**config.mk**
```make
export PLATFORM = sky130hd
export DESIGN_NAME = carmichael_number_test_top
export DESIGN_NICKNAME = d
export VERILOG_FILES = /design/src/rtl/cnt_pkg.sv /design/src/rtl/carmichael_number_test_top.sv /design/src/rtl/cnt_mod.sv /design/src/rtl/cnt_dp.sv /design/src/rtl/cnt_ctrl.sv
export SDC_FILE = /design/constraint.sdc
export NUM_CORES = 2
export LEC_CHECK = 0
export BUFFER_PORTS_ARGS = -buffer_cell sky130_fd_sc_hd__buf_2
export CAP_MARGIN = 20
export CORE_UTILIZATION = 45
export CTS_CLUSTER_SIZE = 25
export DETAILED_ROUTE_END_ITERATION = 7
export SETUP_SLACK_MARGIN = 0.3
export SYNTH_ARGS = -nofsm -noshare
export SYNTH_HDL_FRONTEND = slang
export SYNTH_SLANG_ARGS = --single-unit
```
**constraint.sdc**
```tcl
create_clock -name i_clk -period 9.9 [get_ports i_clk]
set_input_delay 0.99 -clock i_clk [delete_from_list [all_inputs] [get_ports i_clk]]
set_output_delay 0.99 -clock i_clk [all_outputs]
set_load 0.03 [all_outputs]
```
**src/rtl/cnt_pkg.sv**
```systemverilog
// Package for the Carmichael number test block: widths, controller states, command/status types.
// No dependencies.
`default_nettype none
package cnt_pkg;
    localparam int NUM_WIDTH_DEF = 16;

    typedef enum logic [3:0] {
        S_IDLE, S_PR_DIV, S_PR_WAIT, S_CM_GCD, S_CM_GCDW, S_CM_POW, S_CM_POWW, S_DONE
    } t_state;

    typedef enum logic [2:0] {
        OP_NONE, OP_LOAD, OP_PR_STEP, OP_GCD_START, OP_GCD_STEP, OP_POW_START, OP_POW_STEP,
        OP_NEXT_BASE
    } t_op;

    typedef struct packed {
        t_op op;
    } t_cmd;

    typedef struct packed {
        logic mod_busy;
        logic pr_done;
        logic pr_prime;
        logic gcd_done;
        logic gcd_one;
        logic pow_done;
        logic pow_one;
        logic base_last;
        logic carm_skip;
    } t_status;
endpackage
`default_nettype wire

```
**src/rtl/carmichael_number_test_top.sv**
```systemverilog
// Top level of the Carmichael number test: controller plus arithmetic datapath.
// Depends on cnt_pkg, cnt_ctrl, cnt_dp, cnt_mod.
//   channel | signals                                | dir
//   input   | i_valid, o_stall, i_n_value            | in
//   output  | o_valid, i_stall, o_prime_flag, o_carmichael_flag | out
// One request at a time; each modulo step runs in the shared divider.
// Trial division runs up to sqrt(n)/2 steps; the Carmichael pass runs one gcd and, for coprime
// bases, about 2*NUM_WIDTH modular products per base, up to n-2 bases.
// Reset is synchronous; the result register holds while i_stall is high.
`default_nettype none
module carmichael_number_test_top import cnt_pkg::*; #(
    parameter int NUM_WIDTH = NUM_WIDTH_DEF
) (
    input  wire logic                 i_clk,
    input  wire logic                 i_rst_n,
    input  wire logic                 i_valid,
    output logic                      o_stall,
    input  wire logic [NUM_WIDTH-1:0] i_n_value,
    output logic                      o_valid,
    input  wire logic                 i_stall,
    output logic                      o_prime_flag,
    output logic                      o_carmichael_flag
);
    t_cmd    cmd;
    t_status status;

    cnt_ctrl u_ctrl (
        .i_clk            (i_clk),
        .i_rst_n          (i_rst_n),
        .i_valid          (i_valid),
        .i_stall          (i_stall),
        .i_status         (status),
        .o_stall          (o_stall),
        .o_valid          (o_valid),
        .o_prime_flag     (o_prime_flag),
        .o_carmichael_flag(o_carmichael_flag),
        .o_cmd            (cmd)
    );

    cnt_dp #(.NUM_WIDTH(NUM_WIDTH)) u_dp (
        .i_clk    (i_clk),
        .i_rst_n  (i_rst_n),
        .i_n_value(i_n_value),
        .i_cmd    (cmd),
        .o_status (status)
    );
endmodule
`default_nettype wire

```
**src/rtl/cnt_mod.sv**
```systemverilog
// Shared modulo unit: restoring division remainder, one quotient bit per cycle.
// Depends on cnt_pkg.
`default_nettype none
module cnt_mod import cnt_pkg::*; #(
    parameter int W = 32
) (
    input  wire logic         i_clk,
    input  wire logic         i_rst_n,
    input  wire logic         i_start,
    input  wire logic [W-1:0] i_num,
    input  wire logic [W-1:0] i_den,
    output logic              o_busy,
    output logic [W-1:0]      o_rem
);
    localparam int CW = $clog2(W + 1);
    logic [W-1:0]  r_num;
    logic [W-1:0]  r_den;
    logic [W:0]    r_rem;
    logic [CW-1:0] r_cnt;
    logic          r_busy;
    logic [W:0]    n_shift;

    assign n_shift = {r_rem[W-1:0], r_num[W-1]};

    always_ff @(posedge i_clk) begin
        if (!i_rst_n) begin
            r_busy <= 1'b0;
            r_cnt  <= '0;
        end else if (i_start) begin
            r_busy <= 1'b1;
            r_cnt  <= CW'(W);
            r_num  <= i_num;
            r_den  <= i_den;
            r_rem  <= '0;
        end else if (r_busy) begin
            r_num <= {r_num[W-2:0], 1'b0};
            if (n_shift >= {1'b0, r_den}) begin
                r_rem <= n_shift - {1'b0, r_den};
            end else begin
                r_rem <= n_shift;
            end
            r_cnt <= r_cnt - 1'b1;
            if (r_cnt == CW'(1)) begin
                r_busy <= 1'b0;
            end
        end
    end

    assign o_busy = r_busy;
    assign o_rem  = r_rem[W-1:0];
endmodule
`default_nettype wire

```
**src/rtl/cnt_dp.sv**
```systemverilog
// Datapath: trial division, Euclid gcd and square-and-multiply, all on the shared modulo unit.
// Depends on cnt_pkg and cnt_mod.
`default_nettype none
module cnt_dp import cnt_pkg::*; #(
    parameter int NUM_WIDTH = NUM_WIDTH_DEF
) (
    input  wire logic                 i_clk,
    input  wire logic                 i_rst_n,
    input  wire logic [NUM_WIDTH-1:0] i_n_value,
    input  wire t_cmd                 i_cmd,
    output t_status                   o_status
);
    localparam int W  = 2 * NUM_WIDTH;
    localparam int PW = 3;

    typedef enum logic [PW-1:0] {
        P_D2, P_D3, P_D5, P_ODD, P_MUL_ACC, P_MUL_SQ
    } t_phase;

    logic [NUM_WIDTH-1:0] r_n;
    logic [NUM_WIDTH-1:0] r_d;
    logic [NUM_WIDTH-1:0] r_a;
    logic [NUM_WIDTH-1:0] r_x;
    logic [NUM_WIDTH-1:0] r_y;
    logic [NUM_WIDTH-1:0] r_acc;
    logic [NUM_WIDTH-1:0] r_b;
    logic [NUM_WIDTH-1:0] r_e;
    logic                 r_pend;
    logic                 r_prime;
    logic                 r_pr_done;
    logic                 r_gcd_done;
    logic                 r_pow_done;
    t_phase               r_phase;
    logic                 r_prod_v;

    logic                 n_start;
    logic [W-1:0]         n_num;
    logic [W-1:0]         n_den;
    logic                 m_busy;
    logic [W-1:0]         m_rem;
    logic [NUM_WIDTH-1:0] rem_s;
    logic [W-1:0]         d_sq;
    logic [W-1:0]         prod;

    assign rem_s = m_rem[NUM_WIDTH-1:0];
    assign d_sq  = W'(r_d) * W'(r_d);

    cnt_mod #(.W(W)) u_mod (
        .i_clk  (i_clk),
        .i_rst_n(i_rst_n),
        .i_start(n_start),
        .i_num  (n_num),
        .i_den  (n_den),
        .o_busy (m_busy),
        .o_rem  (m_rem)
    );

    logic [W-1:0] r_prod;

    always_comb begin
        prod    = W'(r_acc) * W'(r_b);
        if (r_phase == P_MUL_SQ) begin
            prod = W'(r_b) * W'(r_b);
        end
        n_start = 1'b0;
        n_num   = W'(r_n);
        n_den   = W'(r_d);
        case (i_cmd.op)
            OP_PR_STEP: begin
                n_start = r_pend;
                n_num   = W'(r_n);
                n_den   = W'(r_d);
            end
            OP_GCD_STEP: begin
                n_start = r_pend;
                n_num   = W'(r_x);
                n_den   = W'(r_y);
            end
            OP_POW_STEP: begin
                n_start = r_pend;
                n_num   = r_prod;
                n_den   = W'(r_n);
            end
            default: begin
                n_start = 1'b0;
            end
        endcase
    end

    always_ff @(posedge i_clk) begin
        if (!i_rst_n) begin
            r_pend     <= 1'b0;
            r_pr_done  <= 1'b0;
            r_gcd_done <= 1'b0;
            r_pow_done <= 1'b0;
            r_prime    <= 1'b0;
            r_phase    <= P_D2;
        end else begin
            case (i_cmd.op)
                OP_LOAD: begin
                    r_n       <= i_n_value;
                    r_d       <= NUM_WIDTH'(2);
                    r_phase   <= P_D2;
                    r_pr_done <= 1'b0;
                    r_prime   <= 1'b0;
                    r_a       <= NUM_WIDTH'(2);
                    if (i_n_value < NUM_WIDTH'(2)) begin
                        r_pr_done <= 1'b1;
                        r_pend    <= 1'b0;
                    end else begin
                        r_pend <= 1'b1;
                    end
                end
                OP_PR_STEP: begin
                    if (r_pend) begin
                        r_pend <= 1'b0;
                    end else if (!m_busy && !r_pr_done) begin
                        if (r_phase == P_ODD && d_sq > W'(r_n)) begin
                            r_prime   <= 1'b1;
                            r_pr_done <= 1'b1;
                        end else if (rem_s == '0) begin
                            r_prime   <= (r_phase != P_ODD) && (r_n == r_d);
                            r_pr_done <= 1'b1;
                        end else begin
                            r_pend <= 1'b1;
                            case (r_phase)
                                P_D2: begin
                                    r_phase <= P_D3;
                                    r_d     <= NUM_WIDTH'(3);
                                end
                                P_D3: begin
                                    r_phase <= P_D5;
                                    r_d     <= NUM_WIDTH'(5);
                                end
                                P_D5: begin
                                    r_phase <= P_ODD;
                                    r_d     <= NUM_WIDTH'(7);
                                end
                                default: begin
                                    r_d <= r_d + NUM_WIDTH'(2);
                                end
                            endcase
                            if (r_phase == P_ODD && d_sq + (W'(r_d) << 2) + W'(4) > W'(r_n)) begin
                                r_prime   <= 1'b1;
                                r_pr_done <= 1'b1;
                                r_pend    <= 1'b0;
                            end else if (r_phase == P_D5 && W'(49) > W'(r_n)) begin
                                r_prime   <= 1'b1;
                                r_pr_done <= 1'b1;
                                r_pend    <= 1'b0;
                            end
                        end
                    end
                end
                OP_GCD_START: begin
                    r_x        <= r_n;
                    r_y        <= r_a;
                    r_pend     <= 1'b1;
                    r_gcd_done <= 1'b0;
                end
                OP_GCD_STEP: begin
                    if (r_pend) begin
                        r_pend <= 1'b0;
                    end else if (!m_busy && !r_gcd_done) begin
                        if (r_y == '0) begin
                            r_gcd_done <= 1'b1;
                        end else begin
                            r_x    <= r_y;
                            r_y    <= rem_s;
                            r_pend <= 1'b1;
                        end
                    end
                end
                OP_POW_START: begin
                    r_acc      <= NUM_WIDTH'(1);
                    r_b        <= r_a;
                    r_e        <= r_n - NUM_WIDTH'(1);
                    r_pow_done <= 1'b0;
                    r_phase    <= P_MUL_ACC;
                    r_pend     <= 1'b0;
                end
                OP_POW_STEP: begin
                    if (r_pend) begin
                        r_pend <= 1'b0;
                    end else if (!m_busy && !r_pow_done) begin
                        if (r_phase == P_MUL_ACC && r_prod_v) begin
                            r_acc   <= rem_s;
                            r_phase <= P_MUL_SQ;
                        end else if (r_phase == P_MUL_SQ && r_prod_v) begin
                            r_b     <= rem_s;
                            r_e     <= r_e >> 1;
                            r_phase <= P_MUL_ACC;
                        end else if (r_e == '0) begin
                            r_pow_done <= 1'b1;
                        end else if (r_phase == P_MUL_ACC && !r_e[0]) begin
                            r_phase <= P_MUL_SQ;
                        end else begin
                            r_pend <= 1'b1;
                        end
                    end
                end
                OP_NEXT_BASE: begin
                    r_a <= r_a + NUM_WIDTH'(1);
                end
                default: begin
                end
            endcase
        end
    end

    // product register feeds the modulo unit; valid marks a pending product result
    always_ff @(posedge i_clk) begin
        if (!i_rst_n) begin
            r_prod_v <= 1'b0;
        end else begin
            r_prod <= prod;
            if (i_cmd.op != OP_POW_STEP) begin
                r_prod_v <= 1'b0;
            end else if (r_pend) begin
                r_prod_v <= 1'b1;
            end else if (!m_busy && r_prod_v) begin
                r_prod_v <= 1'b0;
            end
        end
    end

    assign o_status.mod_busy  = m_busy | r_pend;
    assign o_status.pr_done   = r_pr_done;
    assign o_status.pr_prime  = r_prime;
    assign o_status.gcd_done  = r_gcd_done;
    assign o_status.gcd_one   = (r_x == NUM_WIDTH'(1));
    assign o_status.pow_done  = r_pow_done;
    assign o_status.pow_one   = (r_acc == NUM_WIDTH'(1));
    assign o_status.base_last = (r_a >= r_n - NUM_WIDTH'(1));
    assign o_status.carm_skip = r_prime | (r_n < NUM_WIDTH'(2));
endmodule
`default_nettype wire

```
**src/rtl/cnt_ctrl.sv**
```systemverilog
// Controller state machine: sequences primality, then gcd and Fermat power per base.
// Depends on cnt_pkg.
`default_nettype none
module cnt_ctrl import cnt_pkg::*; (
    input  wire logic    i_clk,
    input  wire logic    i_rst_n,
    input  wire logic    i_valid,
    input  wire logic    i_stall,
    input  wire t_status i_status,
    output logic         o_stall,
    output logic         o_valid,
    output logic         o_prime_flag,
    output logic         o_carmichael_flag,
    output t_cmd         o_cmd
);
    t_state r_state;
    t_state n_state;
    logic   r_valid;
    logic   r_prime;
    logic   r_carm;

    always_comb begin
        n_state = r_state;
        case (r_state)
            S_IDLE:    if (i_valid) n_state = S_PR_DIV;
            S_PR_DIV:  n_state = S_PR_WAIT;
            S_PR_WAIT: begin
                if (i_status.pr_done) begin
                    if (i_status.carm_skip || i_status.base_last) n_state = S_DONE;
                    else n_state = S_CM_GCD;
                end
            end
            S_CM_GCD:  n_state = S_CM_GCDW;
            S_CM_GCDW: begin
                if (i_status.gcd_done) begin
                    if (i_status.gcd_one) n_state = S_CM_POW;
                    else if (i_status.base_last) n_state = S_DONE;
                    else n_state = S_CM_GCD;
                end
            end
            S_CM_POW:  n_state = S_CM_POWW;
            S_CM_POWW: begin
                if (i_status.pow_done) begin
                    if (!i_status.pow_one || i_status.base_last) n_state = S_DONE;
                    else n_state = S_CM_GCD;
                end
            end
            S_DONE:    if (!r_valid) n_state = S_IDLE;
            default:   n_state = S_IDLE;
        endcase
    end

    always_comb begin
        o_cmd.op = OP_NONE;
        case (r_state)
            S_IDLE:    if (i_valid) o_cmd.op = OP_LOAD;
            S_PR_DIV,
            S_PR_WAIT: o_cmd.op = OP_PR_STEP;
            S_CM_GCD:  o_cmd.op = OP_GCD_START;
            S_CM_GCDW: begin
                o_cmd.op = OP_GCD_STEP;
                if (i_status.gcd_done && !i_status.gcd_one) o_cmd.op = OP_NEXT_BASE;
            end
            S_CM_POW:  o_cmd.op = OP_POW_START;
            S_CM_POWW: begin
                o_cmd.op = OP_POW_STEP;
                if (i_status.pow_done) o_cmd.op = OP_NEXT_BASE;
            end
            default:   o_cmd.op = OP_NONE;
        endcase
    end

    always_ff @(posedge i_clk) begin
        if (!i_rst_n) begin
            r_state <= S_IDLE;
            r_valid <= 1'b0;
            r_prime <= 1'b0;
            r_carm  <= 1'b0;
        end else begin
            r_state <= n_state;
            if (r_valid && !i_stall) r_valid <= 1'b0;
            if (r_state == S_PR_WAIT && i_status.pr_done && n_state == S_DONE) begin
                r_prime <= i_status.pr_prime;
                r_carm  <= !i_status.carm_skip;
            end else if (r_state == S_PR_WAIT && i_status.pr_done) begin
                r_prime <= i_status.pr_prime;
                r_carm  <= 1'b1;
            end
            if (r_state == S_CM_POWW && i_status.pow_done && !i_status.pow_one) r_carm <= 1'b0;
            if (r_state != S_DONE && n_state == S_DONE) r_valid <= 1'b1;
        end
    end

    assign o_stall           = (r_state != S_IDLE);
    assign o_valid           = r_valid;
    assign o_prime_flag      = r_prime;
    assign o_carmichael_flag = r_carm;
endmodule
`default_nettype wire

```
==> impl_results.md <==
- H-tree Lvls: 1
- Buffers on Ports: 23
- Post-Route Setup TNS: 0 ns
- Largest net degree at the start of global routing: 80
- Vias in the first global route: 29500
- Routed Antenna Nets: 0
- Worst R2R Start: u_dp.r_d[2]
- Arrival time at the worst endpoint: 9.58 ns
- Fillers: 8273
- EDFF count, synth: 240
- Post-synth top flop: edfxtp_1
- Highest cell delay on the worst timing path: 0.56 ns
- Die Wd: roughly 300 um
- Cell taking the most area after synthesis: fa_1
- Worst hold margin: ~0.49 ns
- Die H: 296 um
- Hold Path Depth: 2
- Die area: roughly 0.09 mm2
- Synth unique cells: 94
- Initial antenna violation count: 1
- CTS max path bufs: 3
- Fmax: 110 MHz
- Storage element area: 0.00767 mm2
- Post-DP HPWL: 82300 um
- Hold Path End: u_ctrl.o_prime_flag
- VDD IR max: 0.000367 V
- Net Count, Synth: 5228
- CP max FO: 15
- Hold violation total from the final report: 0
- Top cells by count, synth: inv_1, nand2_1, fa_1, ha_1, nor2_1
- Area growth, synth to finish: 6.61%
- CP Launch Type: register
- Syn Std Cell Area: about 0.039 mm2
- Root buffer cell: clkbuf_16
- Most frequent cell after synthesis: inv_1
- First-pass GRT wire length: 168000 um
- RSZ-0062 raised after global routing: no
- Slew @ Worst Pin: 1.17 ns
- Ys async rst share: 0
- ANT cells: 0
- Clock Skew: around 0.017 ns
- Skew-Pair Late Insertion Delay: 0.60 ns
- Synth Area per Inst: 9.10 um2
- Seq/Total Area, Yosys: 0.197
- DRC: 0
- DP Cell Count: 5334
- CTS tree: done
- Core area: 0.0854 mm2
- Fin area: 0.0415 mm2
- Wirelength per Cell: 19.4 um
- Max-cap viol count: 0
- Number of CTS-inserted buffers: 30
- Total GRT Usage: 0.247
- Reg2reg end: u_dp.r_pr_done
- Clk sink count: 263
- #FFs+latches synth: about 260
- Pwr dens: between 150 and 200 mW/mm2
- Max-slew headroom: 0.222
- Min Tclk post-route: between 9 and 10 ns
- Yosys warnings: 0
- Area of the multi-input gates: 0.0277 mm2
- Status: finished, final reports clean
- Initial DRC Count: 2081
- Post-synthesis instance total: approximately 4300
- Via Count: 29300
- Boundary pin count: 24
- Share of cells above drive strength 1: 0.0540
- Cts hold-fix bufs: 0
- Tcrit/Tclk final: 0.916
- CP Class: register to register
- Max Slew Vio Count: 0
- Router iterations before antenna repair: 5
- Setup crit end kind: register
- Crit-path slowest cell: fa_1
- Gr ovfl total: 0
- Main area contributors after synthesis: fa_1, edfxtp_1, ha_1
- Initial core utilization: 0.456
- HP Class: register to register
- Area after DPL: just over 0.04 mm2
- Reg2Reg Depth: 36
- Worst Hold Launch: u_ctrl.o_prime_flag
- Setup violations, final: 0
- Layout Nets: 5183
- Non-filler cells, final: ~5400
- R2r setup slk: 0.83 ns
- Gpl congestion: 0.888
- Vias per inst: ~5.4
- DRT Wirelength: 105000 um
- FP Rows: roughly 110
- Leak: slightly above 20 nW
- Top cell type's share of synthesized area: 0.267
- WP data required: 10.41 ns
- Worst-path clk slew: ~0.070 ns
- Critical Path Most Common Cell: ha_1
==> report_power, final <==
part | switching, W | internal (W)
Sequential | 0.0000199 | 0.00122
Combinational | 0.00252 | 0.00169
Clock | 0.000515 | 0.000642
==> critical path, delay by kind of cell (launching register included) <==
family	cells	cell delay (ns)
simple gates	8	1.57
compound gates	11	2.18
fa+ha+maj	10	3.82
xor+xnor	3	0.46
flops	1	0.44
buf+inv	4	0.51
==> layout by cell type, fill, tap and decap left out, types with 86 or more instances in the layout <==
cell / n
edfxtp_1: 240
xnor2_1: 103
nand2_1: 545
a21oi_1: 152
a21o_1: 86
fa_1: 519
inv_1: 761
and2_1: 195
ha_1: 407
nor2_1: 241
buf_4: 86
o21ai_0: 108
==> how the worst max path moves through the flow <==
stage                startpoint        endpoint  slack (ns)  depth (start not counted)
floorplan           u_dp.r_d[2]  u_dp.r_pr_done        0.88                         38
global placement    u_dp.r_d[8]  u_dp.r_pr_done        0.62                         37
detailed placement  u_dp.r_d[8]  u_dp.r_pr_done        0.53                         37
CTS                 u_dp.r_d[8]  u_dp.r_pr_done        0.50                         37
global route        u_dp.r_d[5]  u_dp.r_pr_done        0.30                         36
finish              u_dp.r_d[2]  u_dp.r_pr_done        0.83                         36
==> layer usage <==
layer / wire length, um / global-route usage / vias to the layer above
li1: - / - / 13800
met1: 48700 / 0.364 / 14600
met2: 47200 / 0.391 / 824
met3: 6890 / 0.0289 / 128
met4: 1980 / 0.0504 / 0
met5: 0 / 0 / -
==> cells by family (layout without fill, tap and decap cells) <==
group | after synthesis | in the layout | synth area share
and+or+nand+nor | 1335 | 1335 | 0.163
xor gates and xnor gates | 182 | 182 | 0.0409
DFF | 263 | 263 | 0.197
other | 1 | 1 | 0.0000963
adders and majority gates | 928 | 928 | 0.398
muxes | 24 | 24 | 0.00627
buffers and inverters | 953 | 932 | 0.0934
AOI/OAI and AO/OA | 594 | 594 | 0.102
==> sequential cells by signal, indices dropped and copies added (netlist names), 16 cells and up <==
name,cells
u_dp.r_a,16
u_dp.r_acc,16
u_dp.r_b,16
u_dp.r_d,16
u_dp.r_e,16
u_dp.r_n,16
u_dp.r_prod,32
u_dp.r_x,16
u_dp.r_y,16
u_dp.u_mod.r_den,16
u_dp.u_mod.r_num,32
u_dp.u_mod.r_rem,32
==> area by class of cell <==
cell class | instances | share of cell area
tap | 1144 | 0.0345
multi-input combinational | 3064 | 0.668
clock buffer | 31 | 0.0182
inverter | 763 | 0.0691
sequential | 263 | 0.185
clock inverter | 25 | 0.00609
timing repair buffer | 113 | 0.0193
==> per-stage QoR <==
step                setup WS, ns  power (W)   util
finish                     0.828    0.00660  0.486
CTS                        0.496    0.00652  0.484
detailed placement         0.529    0.00534  0.472
global placement           0.623    0.00533  0.472
global route               0.299    0.00715  0.486
floorplan                  0.876    0.00449      -
==> timing repair <==
action	CTS	global route
setup buffers	0	12
setup endpoints to repair	0	3
hold endpoints to repair	0	0
gates resized for setup	0	18
Power figures use the tool's default switching activity.
